**src/hdl/oewn_pkg.sv**
```systemverilog
// Shared types, constants and helper functions for the one-edit word neighbour check.
`default_nettype none

package oewn_pkg;

  localparam int MAX_LEN   = 8;
  localparam int CHAR_W    = 8;
  localparam int CHARS_W   = 64;
  localparam int LEN_W     = 4;
  localparam int CFG_IDX_W = 2;

  typedef logic [MAX_LEN-1:0][CHAR_W-1:0] word_t;
  typedef logic [LEN_W-1:0]               len_t;

  typedef enum logic [CFG_IDX_W-1:0] {
    REG_CHANGE_ENABLE = 2'd0,
    REG_SWAP_ENABLE   = 2'd1
  } cfg_reg_t;

  typedef struct packed {
    logic change_enable;
    logic swap_enable;
  } cfg_t;

  // Saturate a length at the longest word held.
  function automatic len_t clamp_len(input len_t len);
    clamp_len = (len > LEN_W'(MAX_LEN)) ? LEN_W'(MAX_LEN) : len;
  endfunction

  // Unpack characters, zeroing positions at or beyond the length.
  function automatic word_t mask_word(input logic [CHARS_W-1:0] chars, input len_t len);
    word_t w;
    for (int k = 0; k < MAX_LEN; k++) begin
      w[k] = (LEN_W'(k) < len) ? chars[k*CHAR_W +: CHAR_W] : '0;
    end
    mask_word = w;
  endfunction

endpackage

`default_nettype wire

```
**src/hdl/oewn_cfg_regs.sv**
```systemverilog
// Mode configuration registers written over the configuration channel.
`default_nettype none

module oewn_cfg_regs (
  input  wire logic                           clk,
  input  wire logic                           rst,
  input  wire logic                           wr_en,
  input  wire logic [oewn_pkg::CFG_IDX_W-1:0] wr_index,
  input  wire logic                           wr_data,
  output oewn_pkg::cfg_t                      cfg
);

  logic change_enable;
  logic swap_enable;

  always_ff @(posedge clk) begin
    if (rst) begin
      change_enable <= 1'b1;
      swap_enable   <= 1'b0;
    end else if (wr_en) begin
      unique case (oewn_pkg::cfg_reg_t'(wr_index))
        oewn_pkg::REG_CHANGE_ENABLE: change_enable <= wr_data;
        oewn_pkg::REG_SWAP_ENABLE:   swap_enable   <= wr_data;
        default: ; // drop writes to unknown indexes
      endcase
    end
  end

  assign cfg.change_enable = change_enable;
  assign cfg.swap_enable   = swap_enable;

endmodule

`default_nettype wire

```
**src/hdl/oewn_compare.sv**
```systemverilog
// Position-parallel comparison of two masked words under the one-edit rules.
`default_nettype none

module oewn_compare (
  input  wire oewn_pkg::word_t word_a,
  input  wire oewn_pkg::len_t  len_a,
  input  wire oewn_pkg::word_t word_b,
  input  wire oewn_pkg::len_t  len_b,
  input  wire oewn_pkg::cfg_t  cfg,
  output logic                 ok
);

  localparam int N = oewn_pkg::MAX_LEN;

  logic [N-1:0]    diff;
  logic [N-1:0]    first_diff;
  logic [N-1:0]    swap_hit;
  logic [N-1:0]    eq_pass;
  logic            eq_ok;
  oewn_pkg::word_t long_w;
  oewn_pkg::word_t short_w;
  logic [N-1:0]    step_diff;
  logic [N-1:0]    skip_diff;
  logic [N-1:0]    step_first;
  logic [N-1:0]    step_pass;
  logic            step_ok;
  logic            same_len;
  logic            a_longer;
  logic            b_longer;

  // Equal lengths: one change, or one adjacent swap, after the first mismatch.
  always_comb begin
    logic below;
    logic above1;
    logic above2;
    logic use_swap;
    for (int k = 0; k < N; k++) begin
      diff[k] = word_a[k] != word_b[k];
    end
    for (int k = 0; k < N; k++) begin
      below  = 1'b0;
      above1 = 1'b0;
      above2 = 1'b0;
      for (int m = 0; m < N; m++) begin
        if (m < k)     below  = below  | diff[m];
        if (m > k)     above1 = above1 | diff[m];
        if (m > k + 1) above2 = above2 | diff[m];
      end
      first_diff[k] = diff[k] & ~below;
      if (k + 1 < N) begin
        swap_hit[k] = (word_a[k] == word_b[(k + 1) % N]) &&
                      (word_a[(k + 1) % N] == word_b[k]);
      end else begin
        swap_hit[k] = 1'b0;
      end
      use_swap   = cfg.swap_enable & swap_hit[k];
      eq_pass[k] = first_diff[k] &
                   ((use_swap & ~above2) | (~use_swap & cfg.change_enable & ~above1));
    end
    eq_ok = ~(|diff) | (|eq_pass);
  end

  // Lengths one apart: one character dropped from the longer word.
  always_comb begin
    logic below;
    logic skip_above;
    logic [oewn_pkg::CHAR_W-1:0] next_c;
    long_w  = (len_a > len_b) ? word_a : word_b;
    short_w = (len_a > len_b) ? word_b : word_a;
    for (int k = 0; k < N; k++) begin
      next_c       = (k + 1 < N) ? long_w[(k + 1) % N] : '0;
      step_diff[k] = long_w[k] != short_w[k];
      skip_diff[k] = next_c != short_w[k];
    end
    for (int k = 0; k < N; k++) begin
      below      = 1'b0;
      skip_above = 1'b0;
      for (int m = 0; m < N; m++) begin
        if (m < k)  below      = below | step_diff[m];
        if (m >= k) skip_above = skip_above | skip_diff[m];
      end
      step_first[k] = step_diff[k] & ~below;
      step_pass[k]  = step_first[k] & ~skip_above;
    end
    step_ok = ~(|step_diff) | (|step_pass);
  end

  assign same_len = len_a == len_b;
  assign a_longer = len_a == oewn_pkg::LEN_W'(len_b + 1'b1);
  assign b_longer = len_b == oewn_pkg::LEN_W'(len_a + 1'b1);

  always_comb begin
    priority if (same_len) begin
      ok = (cfg.change_enable | cfg.swap_enable) & eq_ok;
    end else if (a_longer || b_longer) begin
      ok = step_ok;
    end else begin
      ok = 1'b0;
    end
  end

endmodule

`default_nettype wire

```
**src/hdl/one_edit_word_neighbor_check.sv**
```systemverilog
// Top level: request register, comparison logic and result register.
//
// Use: a request carries two words (first_chars/first_length and
// second_chars/second_length, up to eight byte characters each) and is taken
// at a rising edge with in_valid high and in_stall low. Each request gives one
// result, is_neighbor, taken at an edge with out_valid high and out_stall low.
// The request register is loaded at the accepting edge and the result register
// when that request advances, which out_stall can hold off. Throughput is one
// request per cycle while out_stall is low; the comparison over all
// character positions is a single combinational stage between the two
// registers. While out_stall is high the result holds, the request register
// keeps the next request, and in_stall rises once that register is occupied.
// Mode registers (change_enable, swap_enable) are written through cfg_valid,
// cfg_ready (always high), cfg_index and cfg_data, by the user only while no
// request is in flight; the block does not enforce this. Synchronous reset
// empties both registers and sets change_enable to 1 and swap_enable to 0.
`default_nettype none

module one_edit_word_neighbor_check (
  input  wire logic                                  clk,
  input  wire logic                                  rst,
  input  wire logic                                  in_valid,
  output logic                                       in_stall,
  input  wire logic [oewn_pkg::CHARS_W-1:0]          first_chars,
  input  wire logic [oewn_pkg::LEN_W-1:0]            first_length,
  input  wire logic [oewn_pkg::CHARS_W-1:0]          second_chars,
  input  wire logic [oewn_pkg::LEN_W-1:0]            second_length,
  output logic                                       out_valid,
  input  wire logic                                  out_stall,
  output logic                                       is_neighbor,
  input  wire logic                                  cfg_valid,
  output logic                                       cfg_ready,
  input  wire logic [oewn_pkg::CFG_IDX_W-1:0]        cfg_index,
  input  wire logic                                  cfg_data
);

  oewn_pkg::cfg_t  cfg;
  logic            req_valid;
  oewn_pkg::word_t req_a;
  oewn_pkg::word_t req_b;
  oewn_pkg::len_t  req_len_a;
  oewn_pkg::len_t  req_len_b;
  logic            advance;
  logic            in_take;
  logic            ok;

  assign cfg_ready = 1'b1;

  oewn_cfg_regs u_cfg (
    .clk      (clk),
    .rst      (rst),
    .wr_en    (cfg_valid & cfg_ready),
    .wr_index (cfg_index),
    .wr_data  (cfg_data),
    .cfg      (cfg)
  );

  // Result register can load when empty or being drained this cycle.
  assign advance  = req_valid & (~out_valid | ~out_stall);
  assign in_stall = req_valid & ~advance;
  assign in_take  = in_valid & ~in_stall;

  always_ff @(posedge clk) begin
    if (rst) begin
      req_valid <= 1'b0;
    end else if (in_take) begin
      req_valid <= 1'b1;
    end else if (advance) begin
      req_valid <= 1'b0;
    end
  end

  always_ff @(posedge clk) begin
    if (in_take) begin
      req_len_a <= oewn_pkg::clamp_len(first_length);
      req_len_b <= oewn_pkg::clamp_len(second_length);
      req_a     <= oewn_pkg::mask_word(first_chars, oewn_pkg::clamp_len(first_length));
      req_b     <= oewn_pkg::mask_word(second_chars, oewn_pkg::clamp_len(second_length));
    end
  end

  oewn_compare u_compare (
    .word_a (req_a),
    .len_a  (req_len_a),
    .word_b (req_b),
    .len_b  (req_len_b),
    .cfg    (cfg),
    .ok     (ok)
  );

  always_ff @(posedge clk) begin
    if (rst) begin
      out_valid <= 1'b0;
    end else if (advance) begin
      out_valid <= 1'b1;
    end else if (~out_stall) begin
      out_valid <= 1'b0;
    end
  end

  always_ff @(posedge clk) begin
    if (advance) begin
      is_neighbor <= ok;
    end
  end

`ifndef SYNTHESIS
  a_reset_empties: assert property (@(posedge clk)
    rst |=> !req_valid && !out_valid)
    else $error("pipeline not empty after reset");

  a_stall_only_when_full: assert property (@(posedge clk) disable iff (rst)
    in_stall |-> req_valid && out_valid && out_stall)
    else $error("input stalled without a blocked request");

  a_far_lengths_fail: assert property (@(posedge clk) disable iff (rst)
    advance && (req_len_a > oewn_pkg::LEN_W'(req_len_b + 1'b1) ||
                req_len_b > oewn_pkg::LEN_W'(req_len_a + 1'b1)) |=> !is_neighbor)
    else $error("lengths more than one apart reported as neighbours");

  a_no_mode_equal_fails: assert property (@(posedge clk) disable iff (rst)
    advance && req_len_a == req_len_b && !cfg.change_enable && !cfg.swap_enable
    |=> !is_neighbor)
    else $error("equal lengths passed with no mode enabled");
`endif

endmodule

`default_nettype wire

```
**config.mk**
```make
export PLATFORM = sky130hd
export DESIGN_NAME = one_edit_word_neighbor_check
export DESIGN_NICKNAME = d
export VERILOG_FILES = /design/src/hdl/oewn_pkg.sv /design/src/hdl/oewn_cfg_regs.sv /design/src/hdl/oewn_compare.sv /design/src/hdl/one_edit_word_neighbor_check.sv
export SDC_FILE = /design/constraint.sdc
export NUM_CORES = 1
export LEC_CHECK = 0
export ABC_AREA = 1
export BUFFER_PORTS_ARGS = -buffer_cell sky130_fd_sc_hd__buf_2
export CAP_MARGIN = 30
export CORE_UTILIZATION = 59
export CTS_BUF_LIST = sky130_fd_sc_hd__clkbuf_8
export DETAILED_ROUTE_END_ITERATION = 8
export PLACE_DENSITY_LB_ADDON = 0.2
export RECOVER_POWER = 25
export SYNTH_ARGS = -nofsm -noshare
export SYNTH_HDL_FRONTEND = slang
export SYNTH_SLANG_ARGS = --single-unit
export TNS_END_PERCENT = 5
```
**constraint.sdc**
```tcl
create_clock -name clk -period 4.7 [get_ports clk]
set_input_delay 0.47 -clock clk [delete_from_list [all_inputs] [get_ports clk]]
set_output_delay 0.47 -clock clk [all_outputs]
set_load 0.02 [all_outputs]
```
==> metrics.log <==
INFO  metric grt_pass1_vias = 6451
INFO  metric dr_total_vias = 7005
INFO  metric hold_buffers = 0
INFO  metric worst_path_largest_cell_delay = 0.45 ns
INFO  metric syn-num-nets = 1176
INFO  metric initial_antenna_violation_count = 0
INFO  metric postSynthRegisterBits = 141
INFO  metric finalWorstPathRequiredPeriod = 2.51 ns
INFO  metric synth_enable_flop_cells = 137
INFO  metric floorplan.initialDensity = 60.8%
INFO  metric flow.area_growth_from_synthesis = 15.4%
INFO  metric io-pin-count = 148
INFO  metric outcome = complete, no violations
INFO  metric power_density = 300 mW/mm^2
INFO  metric critical_path.endpoint_type = register
INFO  metric layout-drive-gt1-share = 16.7%
INFO  metric grt_setup_unrepaired = no
INFO  metric timing.max_slew.rel_slack = 23.0%
INFO  metric worst_setup_start_kind = register
INFO  metric final_cell_area = 0.00982 sq mm
INFO  metric cts_post_setup_buffers_inserted = 0
INFO  metric grt_start_max_net_pins = 78
INFO  metric fp.dieArea = 0.0149 sq mm
INFO  metric drt_iter0_markers = 683
INFO  metric fin_worst_skew = 0.00799 ns
INFO  metric clk-insertion-delay-late = 0.45 ns
INFO  metric antenna_cells = 0
INFO  metric grt.total_usage = 27.7%
INFO  metric avgViaCountPerCell = 5.09
INFO  metric yosys_most_used_dff = edfxtp_1
INFO  metric synthTopCellsByArea = edfxtp_1 48%, inv_1 10%, nand2_1 9.8%, xnor2_1 7.3%, nor2_1 6.8%
INFO  metric synth.yosys.seq_area_share = 49.3%
INFO  metric ctsHtreeMaxLevel = 4
INFO  metric die_w = 122 um
INFO  metric total_detailed_routing_wirelength = 19500 um
INFO  metric standard_cell_core_area = 0.0140 sq mm
INFO  metric clock-root-buffer = clkbuf_8
INFO  metric drt_pre_antenna_iters = 5
INFO  metric max_slew.worst_pin.slew = 1.14 ns
INFO  metric path_cells = ha_1 > inv_1 > nor2_1 > o211ai_1 > a21oi_2 > inv_1 > a31oi_1 > o21ai_1 > inv_2 > nand2_1 > nand2_1 > nand2_1 > nand2_1 > nand2_1 > nand2_1 > nand2_1
INFO  metric clock-sinks = 141
INFO  metric synth_largest_area_cell = edfxtp_1
INFO  metric cts_tree = done
INFO  metric ys_top_cells_by_count = 226 x inv_1, 222 x nand2_1, 155 x nor2_1
INFO  metric placed_area = 0.00946 sq mm
INFO  metric gate_count_of_the_mapped_netlist = 1026
INFO  metric gp_congestion = 0.893
INFO  metric timing.setup.critical_path_class = register to register
INFO  metric drc = 0
INFO  metric cp_common_cell = nand2_1
INFO  metric max_freq = 398 MHz
INFO  metric final-setup-viol-count = 0
INFO  metric synthMostInstantiatedCell = inv_1
INFO  metric drt.antenna.violating_nets = 0
INFO  metric vdd.ir_drop.worst = 0.199 mV
INFO  metric buffer_ports.inserted = 146
INFO  metric cts_resized = 0
INFO  metric nets = 1336
INFO  metric crit_required = 4.91 ns
INFO  metric pins_over_their_slew_limit = 0
INFO  metric synth.distinct_cells = 43
INFO  metric maxCapViolCount = 0
INFO  metric finalHoldViolations = 0
INFO  metric number_of_rows_in_the_core_area = 43
INFO  metric drt-wirelength-per-cell = 14.2 um
INFO  metric path_max_fanout = 8
INFO  metric min_path_type = input port to register
INFO  metric final_global_route_overflow_total = 0
INFO  metric standby_leakage_power = 0.00487 uW
INFO  metric synth.top_cell.area_share = 48.3%
INFO  metric setup_tns = 0 ns
INFO  metric cts_buffers = 17
INFO  metric min_period_over_period = 53.5%
INFO  metric asyncSetResetFlopFracSynth = 0%
INFO  metric cpLargestDelayFamily = compound AO/OA/AOI/OAI gates
INFO  metric hpwlAfterDp = 15200 um
INFO  metric buffers_from_clock_root_to_sink_at_most = 2
INFO  metric n_fill_cell = 1154
INFO  metric arrival = 2.73 ns
INFO  metric yosysWarningCount = 0
INFO  metric critical_path.n_buffers_inverters = 3
INFO  metric die_height = 122 um
INFO  metric max_stage_delay_cell_worst_path = edfxtp_1
INFO  metric mapped_avg_cell_area = 8.29 sq um
INFO  metric global_route_wire_length_before_repair = 30900 um
INFO  metric post_synth_instance_area = 0.00851 sq mm
INFO  metric worst_setup_hold_path_clk_slew = 0.07 ns
-- layout by cell type, fill, tap and decap left out, types with 4 or more instances in the layout --
master      n
inv_1     228
nand2_1   222
nor2_1    155
buf_2     144
edfxtp_1  137
xnor2_1    71
xor2_1     45
nand4_1    28
nand3_1    23
a21oi_1    19
clkbuf_8   17
nor3_1     12
or2_2       9
nor4_1      8
o21ai_0     8
ha_1        6
nand2_2     4
o21ai_1     4
a211oi_1    4
inv_2       4
dfxtp_1     4
-- worst paths after layout --
check	depth (start not counted)	from	end	slack, ns
min reg2reg	2	req_valid	out_valid	0.48
min	2	rst	out_valid	0.23
max	16	req_len_a[1]	is_neighbor	2.19
max reg2reg	16	req_len_a[1]	is_neighbor	2.19
-- registers in the layout (all words and copies together), names as in the netlist --
signal and cells:
u_cfg.swap_enable 1, u_cfg.change_enable 1, out_valid 1, req_valid 1, is_neighbor 1, req_a 64, req_len_b 4, req_b 64
req_len_a 4
-- stage by stage --
step / setup WS, ns / hold slack, ns / power, uW / instances / util [%]
final: 2.19 / 0.226 / 2950 / 1377 / 70.2
after global routing: 1.89 / 0.223 / 3080 / 1377 / 70.2
after CTS: 2.20 / 0.205 / 2950 / 1377 / 70.2
after detailed placement: 2.23 / 0.470 / 2060 / 1347 / 67.6
after global placement: 2.27 / 0.467 / 2040 / 1347 / 67.6
after floorplan: 0.787 / 0.450 / 1890 / 1026 / -
-- kinds of logic after synthesis --
group,after synthesis,share of synthesized area [%]
AO/OA/AOI/OAI,47,3.28
other,1,0.0441
multiplexers,1,0.118
adder cells (fa/ha/maj),6,0.882
buffers and inverters,236,10.5
flip-flops,141,49.3
AND/OR/NAND/NOR,478,24.0
XOR/XNOR,116,11.9
-- power breakdown --
part / switching [uW] / internal, uW
Sequential: 111 / 1480
Clock: 457 / 459
Combinational: 240 / 201
-- area by class of cell --
type / count / area, sq um / share of cell area, %
Clock buffer: 17 / 234 / 2.38
Multi-Input combinational cell: 649 / 3430 / 34.9
Sequential cell: 141 / 4190 / 42.7
Timing Repair Buffer: 147 / 748 / 7.62
Tap cell: 180 / 225 / 2.29
Clock inverter: 13 / 130 / 1.32
Inverter: 230 / 866 / 8.81
-- metal layers --
| layer | vias up | global-route usage (%) | share of wire, % |
|---|---|---|---|
| met5 | - | 0 | 0 |
| met1 | 3173 | 37.9 | 45 |
| met2 | 298 | 44.5 | 46 |
| met3 | 30 | 5.52 | 7.9 |
| li1 | 3504 | - | - |
| met4 | 0 | 8.16 | 1.7 |
Note: power is estimated with default switching activity, not from simulation.
